`src/pbfe_pkg.sv`:
```
// ---------------------------------------------------------------------------
// Packed bit field extractor package
// Request codes, sizes and the queue entry shared by the front and back ends.
// ---------------------------------------------------------------------------
package pbfe_pkg;

  // Default storage sizes.
  localparam int RECORD_BYTES_DEF   = 64;
  localparam int ESCAPE_ENTRIES_DEF = 256;

  // Fixed field widths.
  localparam int REQ_W      = 2;
  localparam int BYTE_ADDR_W = 6;
  localparam int TIDX_IN_W  = 8;
  localparam int OFFSET_W   = 9;
  localparam int LEN_W      = 6;
  localparam int WORD_W     = 32;

  // Request codes.
  localparam logic [REQ_W-1:0] REQ_LOAD_BYTE  = 2'd0;
  localparam logic [REQ_W-1:0] REQ_LOAD_TABLE = 2'd1;
  localparam logic [REQ_W-1:0] REQ_EXTRACT    = 2'd2;

  // Longest field; longer requests saturate to this.
  localparam logic [LEN_W-1:0] FIELD_MAX_LEN = 6'd32;

  // Record buffer is split into byte banks so a whole window reads at once.
  localparam int NUM_BANKS    = 8;
  localparam int BSEL_W       = $clog2(NUM_BANKS);
  localparam int WINDOW_BYTES = 5;
  localparam int WIN_W        = 8 * WINDOW_BYTES;
  localparam int BASE_W       = OFFSET_W - BSEL_W;
  localparam int POS_W        = BASE_W + 1;

  // Queue between front and back ends.
  localparam int QUEUE_DEPTH = 2;
  localparam int QPTR_W      = $clog2(QUEUE_DEPTH);
  localparam int QCNT_W      = $clog2(QUEUE_DEPTH + 1);

  typedef enum logic [1:0] {
    OP_LOAD_BYTE  = 2'd0,
    OP_LOAD_TABLE = 2'd1,
    OP_EXTRACT    = 2'd2
  } op_t;

  typedef struct packed {
    op_t                   op;
    logic [BYTE_ADDR_W-1:0] byte_addr;
    logic [7:0]            byte_data;
    logic [TIDX_IN_W-1:0]  table_index;
    logic [WORD_W-1:0]     table_value;
    logic [OFFSET_W-1:0]   bit_offset;
    logic [LEN_W-1:0]      field_len;
    logic [WORD_W-1:0]     escape_max;
    logic                  use_escape;
  } entry_t;

endpackage

```
`src/pbfe_front.sv`:
```
// ---------------------------------------------------------------------------
// Packed bit field extractor front end
// Accepts requests, drops those with no effect and queues the rest.
// ---------------------------------------------------------------------------
module pbfe_front #(
  parameter int RECORD_BYTES   = pbfe_pkg::RECORD_BYTES_DEF,
  parameter int ESCAPE_ENTRIES = pbfe_pkg::ESCAPE_ENTRIES_DEF
) (
  input  logic                                  clk,
  input  logic                                  rst_n,
  input  logic                                  in_valid,
  output logic                                  in_ready,
  input  logic [pbfe_pkg::REQ_W-1:0]            in_req_type,
  input  logic [pbfe_pkg::BYTE_ADDR_W-1:0]      in_byte_addr,
  input  logic [7:0]                            in_byte_data,
  input  logic [pbfe_pkg::TIDX_IN_W-1:0]        in_table_index,
  input  logic signed [pbfe_pkg::WORD_W-1:0]    in_table_value,
  input  logic [pbfe_pkg::OFFSET_W-1:0]         in_bit_offset,
  input  logic [pbfe_pkg::LEN_W-1:0]            in_field_length,
  input  logic signed [pbfe_pkg::WORD_W-1:0]    in_escape_max,
  input  logic                                  in_use_escape,
  output logic                                  q_valid,
  output pbfe_pkg::entry_t                      q_entry,
  input  logic                                  q_pop
);

  pbfe_pkg::entry_t                 q_mem [pbfe_pkg::QUEUE_DEPTH];
  logic [pbfe_pkg::QPTR_W-1:0]      wr_ptr_r, wr_ptr_nxt;
  logic [pbfe_pkg::QPTR_W-1:0]      rd_ptr_r, rd_ptr_nxt;
  logic [pbfe_pkg::QCNT_W-1:0]      cnt_r, cnt_nxt;
  logic                             keep;
  logic                             push;
  pbfe_pkg::op_t                    kind;
  pbfe_pkg::entry_t                 new_entry;

  // Classify the request; out-of-range loads and the unused code are dropped.
  always_comb begin
    keep = 1'b0;
    kind = pbfe_pkg::OP_EXTRACT;
    unique case (in_req_type)
      pbfe_pkg::REQ_LOAD_BYTE: begin
        kind = pbfe_pkg::OP_LOAD_BYTE;
        keep = int'(in_byte_addr) < RECORD_BYTES;
      end
      pbfe_pkg::REQ_LOAD_TABLE: begin
        kind = pbfe_pkg::OP_LOAD_TABLE;
        keep = int'(in_table_index) < ESCAPE_ENTRIES;
      end
      pbfe_pkg::REQ_EXTRACT: begin
        kind = pbfe_pkg::OP_EXTRACT;
        keep = 1'b1;
      end
      default: begin
        keep = 1'b0;
      end
    endcase
  end

  always_comb begin
    new_entry.op          = kind;
    new_entry.byte_addr   = in_byte_addr;
    new_entry.byte_data   = in_byte_data;
    new_entry.table_index = in_table_index;
    new_entry.table_value = in_table_value;
    new_entry.bit_offset  = in_bit_offset;
    new_entry.field_len   = (in_field_length > pbfe_pkg::FIELD_MAX_LEN) ?
                            pbfe_pkg::FIELD_MAX_LEN : in_field_length;
    new_entry.escape_max  = in_escape_max;
    new_entry.use_escape  = in_use_escape;
  end

  assign in_ready = cnt_r != pbfe_pkg::QCNT_W'(pbfe_pkg::QUEUE_DEPTH);
  assign push     = in_valid && in_ready && keep;
  assign q_valid  = cnt_r != '0;
  assign q_entry  = q_mem[rd_ptr_r];

  always_comb begin
    wr_ptr_nxt = push ? wr_ptr_r + 1'b1 : wr_ptr_r;
    rd_ptr_nxt = q_pop ? rd_ptr_r + 1'b1 : rd_ptr_r;
    cnt_nxt    = cnt_r;
    if (push && !q_pop) begin
      cnt_nxt = cnt_r + 1'b1;
    end else if (q_pop && !push) begin
      cnt_nxt = cnt_r - 1'b1;
    end
  end

  always_ff @(posedge clk) begin
    if (!rst_n) begin
      wr_ptr_r <= '0;
      rd_ptr_r <= '0;
      cnt_r    <= '0;
    end else begin
      wr_ptr_r <= wr_ptr_nxt;
      rd_ptr_r <= rd_ptr_nxt;
      cnt_r    <= cnt_nxt;
    end
  end

  always_ff @(posedge clk) begin
    if (push) begin
      q_mem[wr_ptr_r] <= new_entry;
    end
  end

endmodule

```
`config.mk`:
```
export PLATFORM = sky130hd
export DESIGN_NAME = pbfe_front
export DESIGN_NICKNAME = d
export VERILOG_FILES = /design/src/pbfe_pkg.sv /design/src/pbfe_front.sv
export SDC_FILE = /design/constraint.sdc
export NUM_CORES = 1
export LEC_CHECK = 0
export BUFFER_PORTS_ARGS = -buffer_cell sky130_fd_sc_hd__buf_2
export CAP_MARGIN = 20
export CORE_MARGIN = 1
export CORE_UTILIZATION = 25
export CTS_BUF_LIST = sky130_fd_sc_hd__clkbuf_4 sky130_fd_sc_hd__clkbuf_8
export DETAILED_ROUTE_END_ITERATION = 8
export PLACE_DENSITY = 0.55
export SLEW_MARGIN = 10
export SYNTH_ARGS = -nofsm -noshare
export SYNTH_HDL_FRONTEND = slang
export SYNTH_SLANG_ARGS = --single-unit
```
`constraint.sdc`:
```
create_clock -name clk -period 10.71 [get_ports clk]
set_clock_uncertainty 0.15 [all_clocks]
set_input_delay 1.6065 -clock clk [delete_from_list [all_inputs] [get_ports clk]]
set_output_delay 1.6065 -clock clk [all_outputs]
set_load 0.1 [all_outputs]
```
==> flow_summary.toml, run 1 <==
[power]
p_leak_nw = 3.92
ir_worst_vdd_uv = 144
p_per_area_nw_per_um2 = 231

[min_path]
hold_end = "cnt_r[1]$_SDFFE_PN0P_"
hp-class = "flop to flop"
hold_depth = 2
hold_path.startpoint = "cnt_r[1]$_SDFFE_PN0P_"

[die]
fp.dieArea_sq_um = 32900
die_h_um = 181
core-area_sq_um = 31600
rows = 65
die_w_um = 181
start_util = 0.255
io_pins = 214

[routing]
dr.pass1.iters = 6
ant_nets = 0
drc = 0
wire_per_inst_um = 15.3
drt-initial-drc-count = 149
via_per_inst = 3.99
routed_wl_um = 15800
num_vias = 4106

[synth]
syn_area_per_cell_sq_um = 22.5
async_reset_ff_frac = 0
yosysTopAreaCellShare = 0.777
yosys.cell_types.count = 22
yosys_warnings = 0
synth_nets = 466
yosys-top-cells-area = "edfxtp_1 (78%), mux2_4 (11%), mux2_2 (6.2%)"
syn_area_sq_um = 8040
synth_top_area_cell = "edfxtp_1"
ys_seq_area_frac = 0.790
ys_seq_elements = 213
syn_inst = 357
ys.flop_type = "edfxtp_1"
synth_edf_count = 208

[worst_setup_path]
path_cells = "buf_4 -> mux2_2 -> buf_2"
regToRegEndpoint = "q_mem[1][36]$_DFFE_PP_"
r2r-start = "cnt_r[0]$_SDFFE_PN0P_"
critical_path.max_fanout = 60
worstRegToRegCells = 4
reg2reg_slack_ns = 7.88
path_buf_inv = 2
cp_slowest_cell = "dfxtp_4"
max_stage_delay_ns = 0.95
cp-start-kind = "flop"
critPathKind = "flop to primary output"
cp.arrival_ns = 3.10
cp_top_family = "buffers and inverters"
worstPathRequired_ns = 8.95
critPathCaptureType = "primary output"

[clock_network]
cts_buffer_depth = 3
cts_tree = "yes"
cts_hold_buf = 0
clk_pin_slew_ns = 0.06
htreeDepth = 2
clkLatencyLatePin_ns = 0.51
root_buffer = "clkbuf_8"
cts_resized = 0
cts.sinks = 213
post_cts.repair.setup_buffers = 0
cts_buffers = 37

[sta]
fmax_mhz = 206
min_period_ns = 4.85
final.setup.tns_ns = 0
hold_viol_final = 0
rsz0062_at_grt = "no"
slew_headroom = 0.323
setup_viol = 0
timing.final.max_slew_violations = 0
worst_pin_slew_ns = 1.02
period_share = 0.453

[placement]
place_congestion = 0.665
port_buffers = 213
hpwl_um = 9920

[cells_and_area]
n_antenna_cell = 0
drive_gt1_frac = 0.609
final_common_cell = "buf_2"
multi_input_area_sq_um = 1580
fillCellCount = 3129
final_util = 0.326
final_cell_mix = "buf_2 (213), edfxtp_1 (208), mux2_4 (60)"
nets = 708
syn_to_final_growth_pct = 28.0
seqCellArea_sq_um = 6350

[grt]
antenna_found_initial = 1
grtUsageTotal = 0.0936
grt_pass1_wl_um = 23700
grt_pass1_vias = 4223
grt-ovfl-total = 0
grt_max_degree = 66

[run]
drv_cap = 0

[outcome]
outcome = "completed"
## worst reg2reg max path, stage by stage, from the launching register on
cell and delay (ns):
dfxtp_1 0.39, nand2b_1 0.16, and3_1 0.27, and2_4 0.76
buf_4 0.70
## state kept, by name, indices dropped and copies added, names as in the netlist, named ones only
signal / flops
cnt_r: 2
q_mem: 208
wr_ptr_r: 1
rd_ptr_r: 1
## layout make-up
type                            count  share of cell area
Tap cell                          402              0.0489
Clock inverter                     12             0.00730
Timing Repair Buffer              217               0.107
Clock buffer                       55              0.0663
Sequential cell                   213               0.617
Multi-Input combinational cell    129               0.153
Inverter                            1            0.000365
## synth_stat cells, types with 2 or more instances
library cell,n
edfxtp_1,208
mux2_4,60
mux2_2,44
buf_6,7
nor2b_1,7
dfxtp_1,5
and2_1,4
buf_2,4
clkbuf_1,2
nand2_1,2
nand2b_1,2
xor2_1,2
## kinds of logic after synthesis
kind of cell    after synthesis  share of synthesized area
compound gates                2                    0.00156
xor+xnor                      3                    0.00327
fa+ha+maj                     1                    0.00156
buf+inv                      15                     0.0156
flops                       213                      0.790
mux                         105                      0.175
simple gates                 18                     0.0134
## power by group
| group | switching (mW) | leakage [nW] | internal (mW) | total [mW] |
|---|---|---|---|---|
| logic | 0.491 | 1.56 | 0.125 | 0.616 |
| registers | 0.0267 | 1.97 | 0.995 | 1.02 |
| clock network | 0.311 | 0.394 | 0.430 | 0.741 |
| total | 0.829 | 3.92 | 1.55 | 2.38 |
## through the flow
stage / area [sq um] / power [mW] / setup WS [ns] / cells / hold slack (ns)
finish: 10300 / 2.38 / 5.86 / 1029 / 0.355
global route: 10300 / 2.47 / 5.62 / 1029 / 0.413
CTS: 10300 / 2.42 / 5.75 / 1029 / 0.356
detailed placement: 9530 / 1.66 / 6.33 / 962 / 0.345
global placement: 9530 / 1.66 / 6.31 / 962 / 0.339
floorplan: 8040 / 1.57 / 3.51 / 357 / 0.301
## per-layer routing
metal  track usage  part of all wire  vias to the layer above
met1         0.118              0.43                     1981
met4        0.0390             0.027                        2
met2         0.140              0.44                      189
met3        0.0409             0.099                       42
met5             0           0.00082                        -
li1              -                 -                     1892
## how the worst max path moves through the flow
stage,from,endpoint,cells after the start
6_report,flop,q_entry[99],3
5_1_grt,flop,q_entry[99],3
4_1_cts,flop,q_entry[75],3
3_5_place_dp,flop,q_entry[99],3
3_3_place_gp,flop,q_entry[99],3
2_1_floorplan,in_req_type[1],q_mem[0][0]$_DFFE_PP_,3
Power figures use the tool's default switching activity.
==> run 2, diff against run 1 <==
Settings changed: PLACE_DENSITY 0.55 to 0.56.
Clock period 10.71 ns to 4.3 ns, I/O delays scaled along.
==> run 2 against run 1 <==
Net effect:
- clock power increased to 2.7 times the previous value
- final area increased by 0.98%
- combinational power increased to 2.5 times the previous value
- core utilization increased by 0.32 points
- sequential share of layout area decreased by 0.60 points
- critical path type unchanged
- critical endpoint is now q_entry[55]
- largest power group unchanged
- highest routed layer unchanged
==> flow_summary.toml, run 2 (synthesis results as in run 1) <==
[grt]
grt_pass1_vias = 4472
grt_max_degree = 70
grtUsageTotal = 0.0988
grt_pass1_wl_um = 24600
antenna_found_initial = 2
grt-ovfl-total = 0

[worst_setup_path]
reg2reg_slack_ns = 1.85
worstRegToRegCells = 4
crit_end = "q_entry[55]"
critPathCaptureType = "primary output"
cp-start-kind = "flop"
worstPathRequired_ns = 3.50
regToRegEndpoint = "q_mem[1][16]$_DFFE_PP_"
r2r-start = "cnt_r[0]$_SDFFE_PN0P_"
cp.arrival_ns = 2.29
critical_path.max_fanout = 31
critPathKind = "flop to primary output"

[power]
p_per_area_nw_per_um2 = 586
power_switching_mw = 2.14
p_leak_nw = 3.97
p_clk_frac = 0.328
switching_share = 0.351
combPwrFrac = 0.258
p_seq_frac = 0.415
ir_worst_vdd_uv = 347
intPower_mw = 3.95

[clock_network]
cts.sinks = 213
post_cts.repair.setup_buffers = 0
cts_buffer_depth = 3
cts_resized = 0
clkLatencyLatePin_ns = 0.53
cts_tree = "yes"
cts_buffers = 40
cts_hold_buf = 0
clk_pin_slew_ns = 0.06
htreeDepth = 2
root_buffer = "clkbuf_8"

[cells_and_area]
fillCellCount = 3082
final_cell_mix = "buf_2 (213), edfxtp_1 (208), mux2_4 (60)"
largest_register_ffs = 208
drive_gt1_frac = 0.618
nets = 713
final_common_cell = "buf_2"
top_regs = "q_mem x208, cnt_r x2"
syn_to_final_growth_pct = 29.2
regMostFlops = "q_mem"

[routing]
drt-initial-drc-count = 146
dr_wl_met2_um = 7810
wire_per_inst_um = 16.0
num_vias = 4095
ant_nets = 0
routed_wl_um = 16600
wl_met3_um = 1370
dr.pass1.iters = 4
via_per_inst = 3.95
drt-met1-wl_um = 6910
highest-signal-layer = "met5"
drc = 0

[placement]
post-place-ws_ns = 1.53
port_buffers = 213
place_congestion = 0.677
hpwl_um = 10000

[sta]
final.setup.tns_ns = 0
timing.final.max_slew_violations = 0
min_period_ns = 3.08
fmax_mhz = 324
rsz0062_at_grt = "no"
hold_ws_ns = 0.152
period_share = 0.717
worst_pin_slew_ns = 1.04
hold_viol_final = 0
setup_viol = 0
slew_headroom = 0.307
setup_ws_ns = 1.22

[outcome]
outcome = "completed"

[die]
core-area_sq_um = 31600
start_util = 0.255
die_h_um = 181
die_w_um = 181
fp.dieArea_sq_um = 32900
io_pins = 214
rows = 65

[run]
drv_cap = 0

[min_path]
hp-class = "primary input to flop"
[run 2: cell types whose count changed in the layout (fill, tap and decap cells not counted)]
| cell | change |
|---|---|
| clkbuf_8 | +1 |
| clkinv_1 | -3 |
| buf_12 | +2 |
| clkbuf_4 | -1 |
| bufinv_16 | +1 |
| clkinv_2 | +5 |
| diode_2 | +1 |
| inv_6 | +1 |
[run 2: final cells by class]
class	count	area (sq um)	share of cell area
diodes	1	2.50	0.000241
clock buffers	55	688	0.0663
clock inverters	16	128	0.0123
inverters	1	3.75	0.000361
multi-input cells	129	1580	0.152
flip-flops and latches	213	6350	0.611
well taps	402	503	0.0484
repair buffers	219	1140	0.109
[run 2: worst min-delay path by stage]
stage | to | cells past startpoint | from
after floorplan | cnt_r[1]$_SDFFE_PN0P_ | 2 | cnt_r[1]$_SDFFE_PN0P_
after global placement | cnt_r[1]$_SDFFE_PN0P_ | 2 | cnt_r[1]$_SDFFE_PN0P_
after detailed placement | cnt_r[1]$_SDFFE_PN0P_ | 2 | cnt_r[1]$_SDFFE_PN0P_
after CTS | q_mem[0][31]$_DFFE_PP_ | 1 | in_escape_max[30]
after global routing | q_mem[1][77]$_DFFE_PP_ | 1 | in_table_value[29]
final | q_mem[1][73]$_DFFE_PP_ | 1 | in_table_value[25]
[run 2: power by group through the flow]
stage / logic, mW / clock network, mW / registers [mW]
6_report: 1.57 / 2.00 / 2.52
3_5_place_dp: 1.58 / 0 / 2.57
3_3_place_gp: 1.58 / 0 / 2.56
2_1_floorplan: 1.35 / 0 / 2.55
4_1_cts: 1.59 / 2.09 / 2.53
5_1_grt: 1.63 / 2.16 / 2.54
[run 2: layer usage]
layer	up-vias	global-route usage
met4	2	0.0414
met1	1979	0.115
met3	44	0.0403
met2	164	0.161
met5	-	0
li1	1906	-
[run 2: through the flow]
stage | util | instance area [sq um] | cells | power [mW]
after global routing | 0.329 | 10400 | 1035 | 6.33
final | 0.329 | 10400 | 1036 | 6.09
after CTS | 0.329 | 10400 | 1035 | 6.20
after floorplan | - | 8050 | 357 | 3.90
after global placement | 0.303 | 9570 | 964 | 4.14
after detailed placement | 0.303 | 9570 | 964 | 4.15
[run 2: critical path, stage by stage (launching register included)]
cell     delay [ns]
dfxtp_4        0.54
buf_4          0.50
mux2_4         0.25
buf_2          0.43
==> run 3, diff against run 2 <==
Settings changed: PLACE_DENSITY 0.56 to 0.55.
Clock period 4.3 ns to 3.1 ns, I/O delays scaled along.
==> run 3 against run 2 <==
Net effect:
- final area increased by 10%
- sequential power is 38% higher
- worst setup slack worse by 0.70 ns
- wire length up 1.4%
- critical endpoint is now q_entry[72]
==> flow_summary.toml, run 3 (synthesis results as in run 1) <==
[outcome]
outcome = "completed"

[clock_network]
cts_buffer_depth = 3
root_buffer = "clkbuf_8"
htreeDepth = 2
post_cts.repair.setup_buffers = 0
cts_resized = 0
clk_pin_slew_ns = 0.06
cts_tree = "yes"
cts.sinks = 213
cts_buffers = 38
clkLatencyLatePin_ns = 0.51

[worst_setup_path]
critical_path.max_fanout = 54
cp-start-kind = "flop"
worstRegToRegCells = 4
regToRegEndpoint = "q_mem[1][76]$_DFFE_PP_"
reg2reg_slack_ns = 1.13
cp.arrival_ns = 1.97
worstPathRequired_ns = 2.48
critPathCaptureType = "primary output"
r2r-start = "cnt_r[0]$_SDFFE_PN0P_"
critPathKind = "flop to primary output"

[cells_and_area]
syn_to_final_growth_pct = 42.1
final_common_cell = "buf_2"
final_util = 0.362
drive_gt1_frac = 0.538
largest_register_ffs = 208
multi_input_area_sq_um = 1590
top_regs = "q_mem x208, cnt_r x2"
regMostFlops = "q_mem"
final_cell_mix = "buf_2 (213), edfxtp_1 (208), dlygate4sd3_1 (97)"
fillCellCount = 2964
nets = 812
seqCellArea_sq_um = 6350

[min_path]
hold_depth = 1
hold_path.startpoint = "in_field_length[5]"
hold_end = "q_mem[0][38]$_DFFE_PP_"
hp-class = "primary input to flop"

[grt]
grt-ovfl-total = 0
grt_pass1_wl_um = 25400
grtUsageTotal = 0.100
grt_max_degree = 55
grt_pass1_vias = 4684
antenna_found_initial = 2

[placement]
port_buffers = 213
place_congestion = 0.692
hpwl_um = 10300

[routing]
drt-initial-drc-count = 151
dr_wl_met2_um = 8260
drc = 0
highest-signal-layer = "met4"
ant_nets = 0
wire_per_inst_um = 14.9
via_per_inst = 3.94
drt-met1-wl_um = 7090
routed_wl_um = 16800
dr.pass1.iters = 4
wl_met3_um = 1100
num_vias = 4446

[die]
die_w_um = 181
die_h_um = 181
rows = 65
io_pins = 214
fp.dieArea_sq_um = 32900
core-area_sq_um = 31600
start_util = 0.255

[sta]
worst_pin_slew_ns = 0.601
rsz0062_at_grt = "no"
hold_viol_final = 0
slew_headroom = 0.599
final.setup.tns_ns = 0
timing.final.max_slew_violations = 0
period_share = 0.835
min_period_ns = 2.59
setup_viol = 0
fmax_mhz = 386

[power]
p_seq_frac = 0.412
ir_worst_vdd_uv = 585
switching_share = 0.345
intPower_mw = 5.54
combPwrFrac = 0.274
p_per_area_nw_per_um2 = 741
p_leak_nw = 4.39
power_switching_mw = 2.92
p_clk_frac = 0.314

[run]
drv_cap = 0
==> run 3: cell types whose count changed in the layout (fill, tap and decap cells not counted), moves of 2 or more <==
cell | previous run | this run
buf_4 | 4 | 2
dlygate4sd3_1 | 0 | 97
clkinv_2 | 5 | 3
clkbuf_8 | 44 | 41
buf_12 | 2 | 8
clkbuf_4 | 11 | 9
==> run 3: worst max path at each step <==
stage | start | slack, ns | end | cells past startpoint
final | flop | 0.51 | q_entry[72] | 3
after global routing | flop | 0.42 | q_entry[72] | 3
after CTS | flop | 0.45 | q_entry[0] | 3
after detailed placement | in_req_type[1] | 0.90 | q_mem[1][103]$_DFFE_PP_ | 5
after global placement | in_req_type[1] | 0.93 | q_mem[1][103]$_DFFE_PP_ | 5
after floorplan | cnt_r[0]$_SDFFE_PN0P_ | 0.02 | q_mem[0][0]$_DFFE_PP_ | 3
==> run 3: metrics by stage <==
stage	power, mW	hold WS, ns	setup WS, ns	instances	instance area, sq um
floorplan	5.42	0.335	0.0162	357	8060
global route	8.79	0.0771	0.416	1129	11400
global placement	5.78	0.352	0.925	968	9690
finish	8.47	0.103	0.512	1129	11400
CTS	8.60	0.0608	0.447	1127	11400
detailed placement	5.79	0.364	0.896	968	9690
==> run 3: per-layer routing <==
metal	track usage	vias to the layer above
li1	-	2096
met5	0	-
met4	0.0359	0
met1	0.118	2164
met3	0.0341	34
met2	0.169	152
==> run 3: layout make-up <==
cell class	instances	area share
Multi-Input combinational cell	129	0.139
Sequential cell	213	0.556
Timing Repair Buffer	320	0.194
Inverter	1	0.000329
Clock buffer	50	0.0553
Clock inverter	12	0.0112
Antenna cell	2	0.000438
Tap cell	402	0.0440
==> run 3: worst max-delay path, stage by stage, from the launching register on <==
cell and delay, ns:
dfxtp_4 0.37, buf_12 0.30, mux2_4 0.24, buf_2 0.43
==> run 3: repair_timing <==
action                                  4_1_cts  5_1_grt
hold endpoints to repair                    194        0
endpoints found under the setup margin        0        0
hold buffers                                 97        0
==> run 3: power by group through the flow <==
stage	Clock, mW	Combinational (mW)	Sequential (mW)
after floorplan	0	1.88	3.54
after global placement	0	2.24	3.54
after detailed placement	0	2.24	3.55
after CTS	2.76	2.35	3.49
after global routing	2.88	2.40	3.51
final	2.66	2.32	3.49
